**src/sv/covariant_piola_basis_map_core_assert.svh**
```systemverilog
// Assertion macros for the covariant Piola basis map core.
// Used by the top level only; no other dependencies.
`ifndef COVARIANT_PIOLA_BASIS_MAP_CORE_ASSERT_SVH
`define COVARIANT_PIOLA_BASIS_MAP_CORE_ASSERT_SVH

// Check that a condition implies a consequence on the same edge.
`define CPBM_ASSERT_IMP(label, ante, cons) \
  label: assert property (@(posedge clk) disable iff (rst) (ante) |-> (cons)) \
    else $error("cpbm check failed");

// Check that a condition implies a consequence on the next edge.
`define CPBM_ASSERT_NEXT(label, ante, cons) \
  label: assert property (@(posedge clk) disable iff (rst) (ante) |=> (cons)) \
    else $error("cpbm check failed");

`endif

```
**src/sv/cpbm_pkg.sv**
```systemverilog
// Shared types and constants for the covariant Piola basis map core.
// No dependencies.
package cpbm_pkg;

  localparam int IO_BITS = 32;

  typedef enum logic [1:0] {
    ERR_OK       = 2'd0,
    ERR_ZERO_MEAS = 2'd1,
    ERR_SINGULAR = 2'd2,
    ERR_SAT      = 2'd3
  } err_t;

  typedef enum logic {
    CMD_LOAD      = 1'b0,
    CMD_TRANSFORM = 1'b1
  } cmd_t;

  // Input beat payload.
  typedef struct packed {
    logic                      command;
    logic signed [IO_BITS-1:0] dxdu;
    logic signed [IO_BITS-1:0] dydu;
    logic signed [IO_BITS-1:0] dzdu;
    logic signed [IO_BITS-1:0] dxdv;
    logic signed [IO_BITS-1:0] dydv;
    logic signed [IO_BITS-1:0] dzdv;
    logic signed [IO_BITS-1:0] surface_measure;
    logic signed [IO_BITS-1:0] basis_u;
    logic signed [IO_BITS-1:0] basis_v;
    logic                      last_in;
  } in_beat_t;

  // Output beat payload.
  typedef struct packed {
    logic signed [IO_BITS-1:0] out_x;
    logic signed [IO_BITS-1:0] out_y;
    logic signed [IO_BITS-1:0] out_z;
    logic                      last_out;
    logic [1:0]                error_code;
  } out_beat_t;

  // Shared ALU operations.
  typedef enum logic [1:0] {
    OP_MUL = 2'd0,
    OP_ADD = 2'd1,
    OP_SUB = 2'd2,
    OP_DIV = 2'd3
  } alu_op_t;

endpackage

```
**src/sv/cpbm_alu.sv**
```systemverilog
// Shared fixed-point unit: saturating add/sub, rounded multiply, rounded divide.
// Multiply sums four half-word partial products; divide is one bit a cycle.
// Depends on cpbm_pkg.
module cpbm_alu import cpbm_pkg::*; #(
  parameter int WORD_BITS = 32,
  parameter int FRAC_BITS = 16
) (
  input  logic                        clk,
  input  logic                        rst,
  input  logic                        start,
  input  alu_op_t                     op,
  input  logic signed [WORD_BITS-1:0] a,
  input  logic signed [WORD_BITS-1:0] b,
  output logic                        done,
  output logic signed [WORD_BITS-1:0] res,
  output logic                        sat
);
  localparam int HB   = (WORD_BITS + 1) / 2;          // half width for partial products
  localparam int PW   = 2 * WORD_BITS;                // product width
  localparam int NW   = WORD_BITS + FRAC_BITS + 1;    // dividend width
  localparam int CW   = $clog2(NW + 1);
  localparam logic [WORD_BITS-1:0] WMAX = {1'b0, {(WORD_BITS-1){1'b1}}};

  typedef enum logic [2:0] {S_IDLE, S_MUL, S_DIV, S_PACK} st_t;

  st_t                 state;
  logic [1:0]          pp;
  logic [PW:0]         acc;
  logic [WORD_BITS-1:0] ma, mb;
  logic                neg;
  logic [NW-1:0]       num;
  logic [WORD_BITS:0]  rem;
  logic [CW-1:0]       cnt;
  logic                is_div;

  logic [WORD_BITS:0]  sum_w;
  logic [HB-1:0]       pa, pb;
  logic [2*HB-1:0]     pprod;
  logic [PW:0]         pshift;
  logic [WORD_BITS+1:0] rem_sh;
  logic [WORD_BITS+1:0] rem_sub;
  logic [PW:0]         rounded;
  logic [PW:0]         lim;

  // Magnitudes of the operands.
  function automatic logic [WORD_BITS-1:0] mag(input logic signed [WORD_BITS-1:0] x);
    mag = x[WORD_BITS-1] ? (~x + 1'b1) : x;
  endfunction

  // Select half-words for one partial product.
  always_comb begin
    pa = pp[0] ? HB'(ma >> HB) : ma[HB-1:0];
    pb = pp[1] ? HB'(mb >> HB) : mb[HB-1:0];
    pprod = pa * pb;
    pshift = (PW+1)'(pprod) << (HB * (pp[0] + pp[1]));
    rem_sh = {rem, num[NW-1]};
    rem_sub = rem_sh - {2'b0, mb};
    sum_w = (op == OP_SUB) ? {a[WORD_BITS-1], a} - {b[WORD_BITS-1], b}
                           : {a[WORD_BITS-1], a} + {b[WORD_BITS-1], b};
    rounded = is_div ? acc : ((acc + ((PW+1)'(1) << (FRAC_BITS-1))) >> FRAC_BITS);
    lim = (PW+1)'(WMAX) + (PW+1)'(neg);
  end

  always_ff @(posedge clk) begin
    if (rst) begin
      state <= S_IDLE;
      done  <= 1'b0;
    end else begin
      done <= 1'b0;
      case (state)
        S_IDLE: begin
          if (start) begin
            ma  <= mag(a);
            mb  <= mag(b);
            neg <= a[WORD_BITS-1] ^ b[WORD_BITS-1];
            acc <= '0;
            pp  <= '0;
            is_div <= (op == OP_DIV);
            case (op)
              OP_ADD, OP_SUB: begin
                done <= 1'b1;
                if (sum_w[WORD_BITS] != sum_w[WORD_BITS-1]) begin
                  res <= sum_w[WORD_BITS] ? {1'b1, {(WORD_BITS-1){1'b0}}} : WMAX;
                  sat <= 1'b1;
                end else begin
                  res <= sum_w[WORD_BITS-1:0];
                  sat <= 1'b0;
                end
              end
              OP_MUL: state <= S_MUL;
              OP_DIV: begin
                // |a|<<F + |b|/2 as the dividend
                num <= ({1'b0, mag(a), {FRAC_BITS{1'b0}}}) + NW'(mag(b) >> 1);
                rem <= '0;
                cnt <= CW'(NW);
                state <= S_DIV;
              end
              default: state <= S_IDLE;
            endcase
          end
        end
        S_MUL: begin
          acc <= acc + pshift;
          pp  <= pp + 2'd1;
          if (pp == 2'd3) state <= S_PACK;
        end
        S_DIV: begin
          num <= num << 1;
          if (!rem_sub[WORD_BITS+1]) begin
            rem <= rem_sub[WORD_BITS:0];
            acc <= {acc[PW-1:0], 1'b1};
          end else begin
            rem <= rem_sh[WORD_BITS:0];
            acc <= {acc[PW-1:0], 1'b0};
          end
          cnt <= cnt - 1'b1;
          if (cnt == CW'(1)) state <= S_PACK;
        end
        S_PACK: begin
          done  <= 1'b1;
          state <= S_IDLE;
          if (rounded > lim) begin
            sat <= 1'b1;
            res <= neg ? {1'b1, {(WORD_BITS-1){1'b0}}} : WMAX;
          end else begin
            sat <= 1'b0;
            res <= neg ? (~rounded[WORD_BITS-1:0] + 1'b1) : rounded[WORD_BITS-1:0];
          end
        end
        default: state <= S_IDLE;
      endcase
    end
  end
endmodule

```
**config.mk**
```make
export PLATFORM = sky130hd
export DESIGN_NAME = cpbm_alu
export DESIGN_NICKNAME = d
export VERILOG_FILES = /design/src/sv/covariant_piola_basis_map_core_assert.svh /design/src/sv/cpbm_pkg.sv /design/src/sv/cpbm_alu.sv
export SDC_FILE = /design/constraint.sdc
export NUM_CORES = 2
export LEC_CHECK = 0
export BUFFER_PORTS_ARGS = -buffer_cell sky130_fd_sc_hd__buf_2
export CAP_MARGIN = 5
export CORE_UTILIZATION = 30
export DETAILED_ROUTE_END_ITERATION = 10
export PLACE_DENSITY_LB_ADDON = 0.25
export RECOVER_POWER = 100
export REMOVE_ABC_BUFFERS = 1
export SYNTH_ARGS = -nofsm -noshare
export SYNTH_HDL_FRONTEND = slang
export SYNTH_SLANG_ARGS = --single-unit
```
**constraint.sdc**
```tcl
create_clock -name clk -period 13.82 [get_ports clk]
set_input_delay 4.146 -clock clk [delete_from_list [all_inputs] [get_ports clk]]
set_output_delay 4.146 -clock clk [all_outputs]
set_load 0.01 [all_outputs]
```
Word level (Yosys, flattened, before mapping)
Cells that the tools add are included.
- bits in registers: 258
- logic and storage cells: 104
- $add $sub $neg: 13
- $mul: 1
- magnitude comparators: 1
- equality and inequality tests: 15
- shift-type cells: 1
- muxes and demuxes: 42
- bitwise gates (word level): 5
- reduce and logical (&&, ||, !) cells: 13
- operators by type and width (cell ; number):
    2-to-1 mux 32 bit ; 9
    case mux 65 bit (3 select lines) ; 1
    2-to-1 mux 33 bit ; 4
    2-to-1 mux 65 bit ; 2
    2-to-1 mux 49 bit ; 2
    case mux 49 bit (2 select lines) ; 1
    adder 32 x 1 -> 32 bit, second input constant ; 3
    inverter 32 bit ; 3
    case mux 33 bit (2 select lines) ; 1
    adder 65 x 16 -> 65 bit, second input constant ; 1
    adder 65 bit ; 1
    > comparator 65 x 32 -> 1 bit ; 1
    left shift 32 x 6 -> 65 bit ; 1
    case mux 32 bit (2 select lines) ; 1
    adder 48 x 31 -> 49 bit ; 1
    subtractor 34 x 32 -> 34 bit ; 1
    adder 32 x 32 -> 33 bit ; 1
    subtractor 32 x 32 -> 33 bit ; 1
    adder 31 x 1 -> 32 bit, first input constant ; 1
    multiplier 16 x 16 -> 32 bit ; 1
    2-to-1 mux 16 bit ; 2
    2-to-1 mux 6 bit ; 2
    case mux 6 bit (2 select lines) ; 1
    AND reduction 4 bit ; 3
    other kinds (27) ; 46

Logic depth before layout (Yosys ltp)
- depth in word-level cells: 7
- gate-level depth with buffers: 43

Worst setup path after synthesis
Ideal clock, no wire load.
- path type: reg-to-reg
- from: reg pp[0]
- to: reg acc[63], data pin
- setup time: 0.264 ns
- arrival: 9.831 ns
- required time: 13.556 ns
- slack: 3.725 ns
- cell stages (with the launch flop): 42
- cells stage by stage: edfxtp_1 > clkbuf_1 > buf_1 > buf_1 > mux2i_1 > nor2_1 > fa_1 > inv_1 > fa_1 > inv_1 > fa_1 > fa_1 > fa_1 > inv_1 > fa_1 > inv_1 > ha_1 > o21ai_0 > (+6 left out) > o21ai_0 > o21a_1 > o21a_1 > or2_2 > o22ai_1 > ha_1 > clkbuf_1 > a21o_1 > a31oi_1 > o21ai_0 > a22oi_1 > inv_1 > a31oi_1 > o211a_1 > o21ai_0 > a2111oi_0 > or4_1 > nand3_1
- cells in the longest elaborated chain, start to end: 5
- ends and longest elaborated chain (what ; line ; text):
    start: declaration ; cpbm_alu.sv:27 ; logic [1:0] pp;
    start signal: assignment ; cpbm_alu.sv:104 ; pp <= pp + 2'd1;
    2-to-1 mux 16 bit ; cpbm_alu.sv:52 ; pa = pp[0] ? HB'(ma >> HB) : ma[HB-1:0];
    multiplier 16 x 16 -> 32 bit ; cpbm_alu.sv:54 ; pprod = pa * pb;
    left shift 32 x 6 -> 65 bit * ; cpbm_alu.sv:55 ; pshift = (PW+1)'(pprod) << (HB * (pp[0] + pp[1]));
    adder 65 bit * ; cpbm_alu.sv:103 ; acc <= acc + pshift;
    case mux 65 bit (3 select lines) * ; cpbm_alu.sv:70 ; case (state)
    end signal: assignment ; cpbm_alu.sv:103 ;
    end signal: assignment ; cpbm_alu.sv:111 ; acc <= {acc[PW-1:0], 1'b1};
    end signal: assignment ; cpbm_alu.sv:114 ; acc <= {acc[PW-1:0], 1'b0};
    end: declaration ; cpbm_alu.sv:28 ; logic [PW:0] acc;
Every way passes the cells marked *; elsewhere a longest branch is shown, timed or not.
A chain may end at the register's enable or synchronous reset.

Worst setup path in the final report
- from: reg pp[0]
- to: reg acc[60], data pin
The elaborated chain is that of the path after synthesis.

==> summary.txt <==
Global route
  – Vias in the first global route: 26800
  – First-pass GRT wire length: 167 mm
  – GRT overflow: 0
  – Met3 usage in global routing: 0.0244
  – Largest net degree at the start of global routing: 73
  – Met2 Use GR: 0.318
  – GRT Max-Usage Layer: met2
  – Initial antenna violation count: 5
  – GRT met1 Usage: 0.284
  – Tot GR Track Use: 0.200

Yosys
  – Mapped Cells: 3815
  – Synth top area share: 0.236
  – Synthesis warning total: 0
  – Register area share after synthesis: 0.237
  – Synth cell types: 82
  – Synth Flop Type: edfxtp_1
  – Synth area leaders: edfxtp_1, fa_1, ha_1, xnor2_1, nor2_1
  – Ys async rst share: 0
  – Syn Area/Cell: 8.49 um2
  – Yosys reg bits: 257
  – Syn Std Cell Area: 32400 um2
  – Number of synthesized flops with an enable pin: 254
  – Area leader, netlist: edfxtp_1

Timing
  – Setup Viol. Count Final: 0
  – Unrepaired setup endpoints after global routing: false
  – Actual slew at the worst max-slew pin: 4.04 ns
  – Setup TNS Final: 0 ns
  – Max Freq: 0.0898 GHz
  – Slew headroom: -1.69
  – Period utilization: 0.805
  – Final Max Tran Viols: 579
  – Fin crit period: 11.13 ns
  – Final hold viol count: 0
  – Clk_skew: 0.0350 ns

Placement
  – Detailed Place HPWL: 88.6 mm
  – Input/output buffers: 102
  – Placer Congestion: 0.960
  – Post-Place Cell Area: 34400 um2

Setup path
  – R2R setup slack: 2.69 ns
  – FF-to-FF Start: pp[0]$_SDFFCE_PN0P_
  – Reg-to-Reg End: acc[60]$_DFFE_PP_
  – Max incr delay on CP: 0.96 ns
  – Worst Path Arrival: 11.51 ns
  – CP endpoint kind: register
  – Reg2reg path depth: 35
  – Crit start category: register
  – Crit path required time: 14.19 ns
  – WP buf/inv: 5
  – Critical path's slowest cell: mux2i_1
  – CP max FO: 33
  – Critical path class: reg -> reg
  – Crit path max-delay family: adder cells
  – Cell mode on critical path: fa_1
  – CP Depth: 35

Worst hold path
  – Endpoint, Worst Hold: state[0]$_SDFFE_PP0P_
  – Min-delay worst type: reg -> reg
  – Worst Min Path Start: state[0]$_SDFFE_PP0P_
  – Hold Crit Depth: 2

Floorplan
  – Chip Height: 331 um
  – Initial Utilization: 0.302
  – Die Area: 109000 um2
  – Num ports: 103
  – Core Area: 107000 um2
  – Num rows: 120
  – DIE WIDTH: 331 um

Clock tree
  – Reg clk slew, reported paths: 0.07 ns
  – TritonCTS clock tree: yes
  – Clock root buffer: clkbuf_16
  – Clk Latency, worst-skew pair: 0.63 ns
  – Cts hold-fix bufs: 0
  – # Post-CTS Setup Buffers: 0
  – CTS H-Tree Depth: 1
  – Clk sinks: 257
  – CTS resizes: 0
  – Cts bufs inserted: 31
  – Clock buffer depth: 3

Route
  – First-pass iteration count of the detailed router: 6
  – DRC: 0
  – WL final: 112 mm
  – Via count: 28300
  – Via density: 5.38
  – Antenna Nets Post-Route: 0
  – Wire per inst: 21.3 um
  – Initial DRC Count: 2425

Finish
  – Layout Nets: 4398
  – Commonest non-fill, non-tap cell in the layout: nor2_1
  – Layout area overhead: 8.98%
  – Cell area after layout: 35300 um2
  – Fin util: 0.330
  – Layout cells sized above 1: 0.0531
  – Most frequent cells in the layout: nor2_1, nand2_1, inv_1

Outcome
  – Status: complete, but fails checks
  – Failing checks: capacitance limit, slew limit

Flow run
  – Maxcap violations: 12
[worst max path at each step]
stage                              from           endpoint  slack (ns)
floorplan           pp[1]$_SDFFCE_PN0P_  acc[63]$_DFFE_PP_        3.80
global placement                   b[2]   res[2]$_DFFE_PP_        2.99
detailed placement  pp[0]$_SDFFCE_PN0P_  acc[63]$_DFFE_PP_        2.90
CTS                 pp[0]$_SDFFCE_PN0P_  acc[63]$_DFFE_PP_        2.84
global route        pp[0]$_SDFFCE_PN0P_  acc[60]$_DFFE_PP_        2.11
finish              pp[0]$_SDFFCE_PN0P_  acc[60]$_DFFE_PP_        2.69
[synth_stat cells (7+ instances only)]
library cell,number
mux2i_1,39
o22ai_1,23
xnor2_1,198
ha_1,294
nand4_1,49
o21a_1,50
a22oi_1,37
nand2_1,379
buf_2,7
a211oi_1,40
nor2b_1,76
o21ai_1,10
and4_1,9
and3_1,25
a31oi_1,31
or3_1,37
a21boi_0,8
nand2b_1,54
a31o_2,8
or2_2,18
nand3_1,70
a21oi_1,254
a22o_1,7
and2_1,30
mux2_2,39
xor2_1,85
o21bai_1,32
a21o_1,73
buf_1,12
o41ai_1,8
nor3_1,75
o211ai_1,12
nor2_1,382
clkbuf_1,124
o31ai_1,29
nor4_1,24
a311oi_1,7
fa_1,198
o21ai_0,212
inv_1,371
or4_1,16
edfxtp_1,254
o31a_1,8
[worst register-to-register path, delay by kind of cell (launching register included)]
kind	cells	cell delay, ns
AOI/OAI and AO/OA	12	2.50
xor gates and xnor gates	2	0.49
adders and majority gates	8	4.10
buffers and inverters	5	0.64
DFF	1	0.36
muxes	1	0.98
and+or+nand+nor	7	1.82
[through the flow]
stage | std cells | hold slack, ns | setup slack (ns)
6_report | 5266 | 0.492 | 2.69
2_1_floorplan | 3668 | 0.459 | 3.80
5_1_grt | 5265 | 0.536 | 2.11
4_1_cts | 5265 | 0.497 | 2.84
3_3_place_gp | 5207 | 0.484 | 2.99
3_5_place_dp | 5207 | 0.488 | 2.90
[cells by family after synthesis]
group / count (synthesis) / share of synthesized area
and+or+nand+nor: 1274 / 0.186
AOI/OAI and AO/OA: 909 / 0.177
buffers and inverters: 521 / 0.0616
adders and majority gates: 492 / 0.236
xor gates and xnor gates: 284 / 0.0770
DFF: 257 / 0.237
muxes: 78 / 0.0256
[layout make-up]
type	instances	area, um2
well taps	1403	1760
fillers	11300	71800
clock inverters	21	224
multi-input cells	3037	22700
inverters	374	1400
repair buffers	136	686
flip-flops and latches	257	7690
diodes	1	2.50
clock buffers	37	818
[routing by layer]
metal | part of all wire | wire, um
met5 | 0.00053 | 59
met4 | 0.027 | 3040
met3 | 0.057 | 6430
met2 | 0.45 | 50800
met1 | 0.46 | 51700
[registers in the layout, summed over array words and instances, names as in the netlist, 2 cells and up]
| name | flops |
|---|---|
| acc | 65 |
| cnt | 6 |
| ma | 32 |
| mb | 32 |
| num | 49 |
| pp | 2 |
| rem | 33 |
| res | 32 |
| state | 2 |
Power is left out: the tool's default activity adds up to more than one toggle a clock period on the data nets, which glitch-free logic cannot reach.
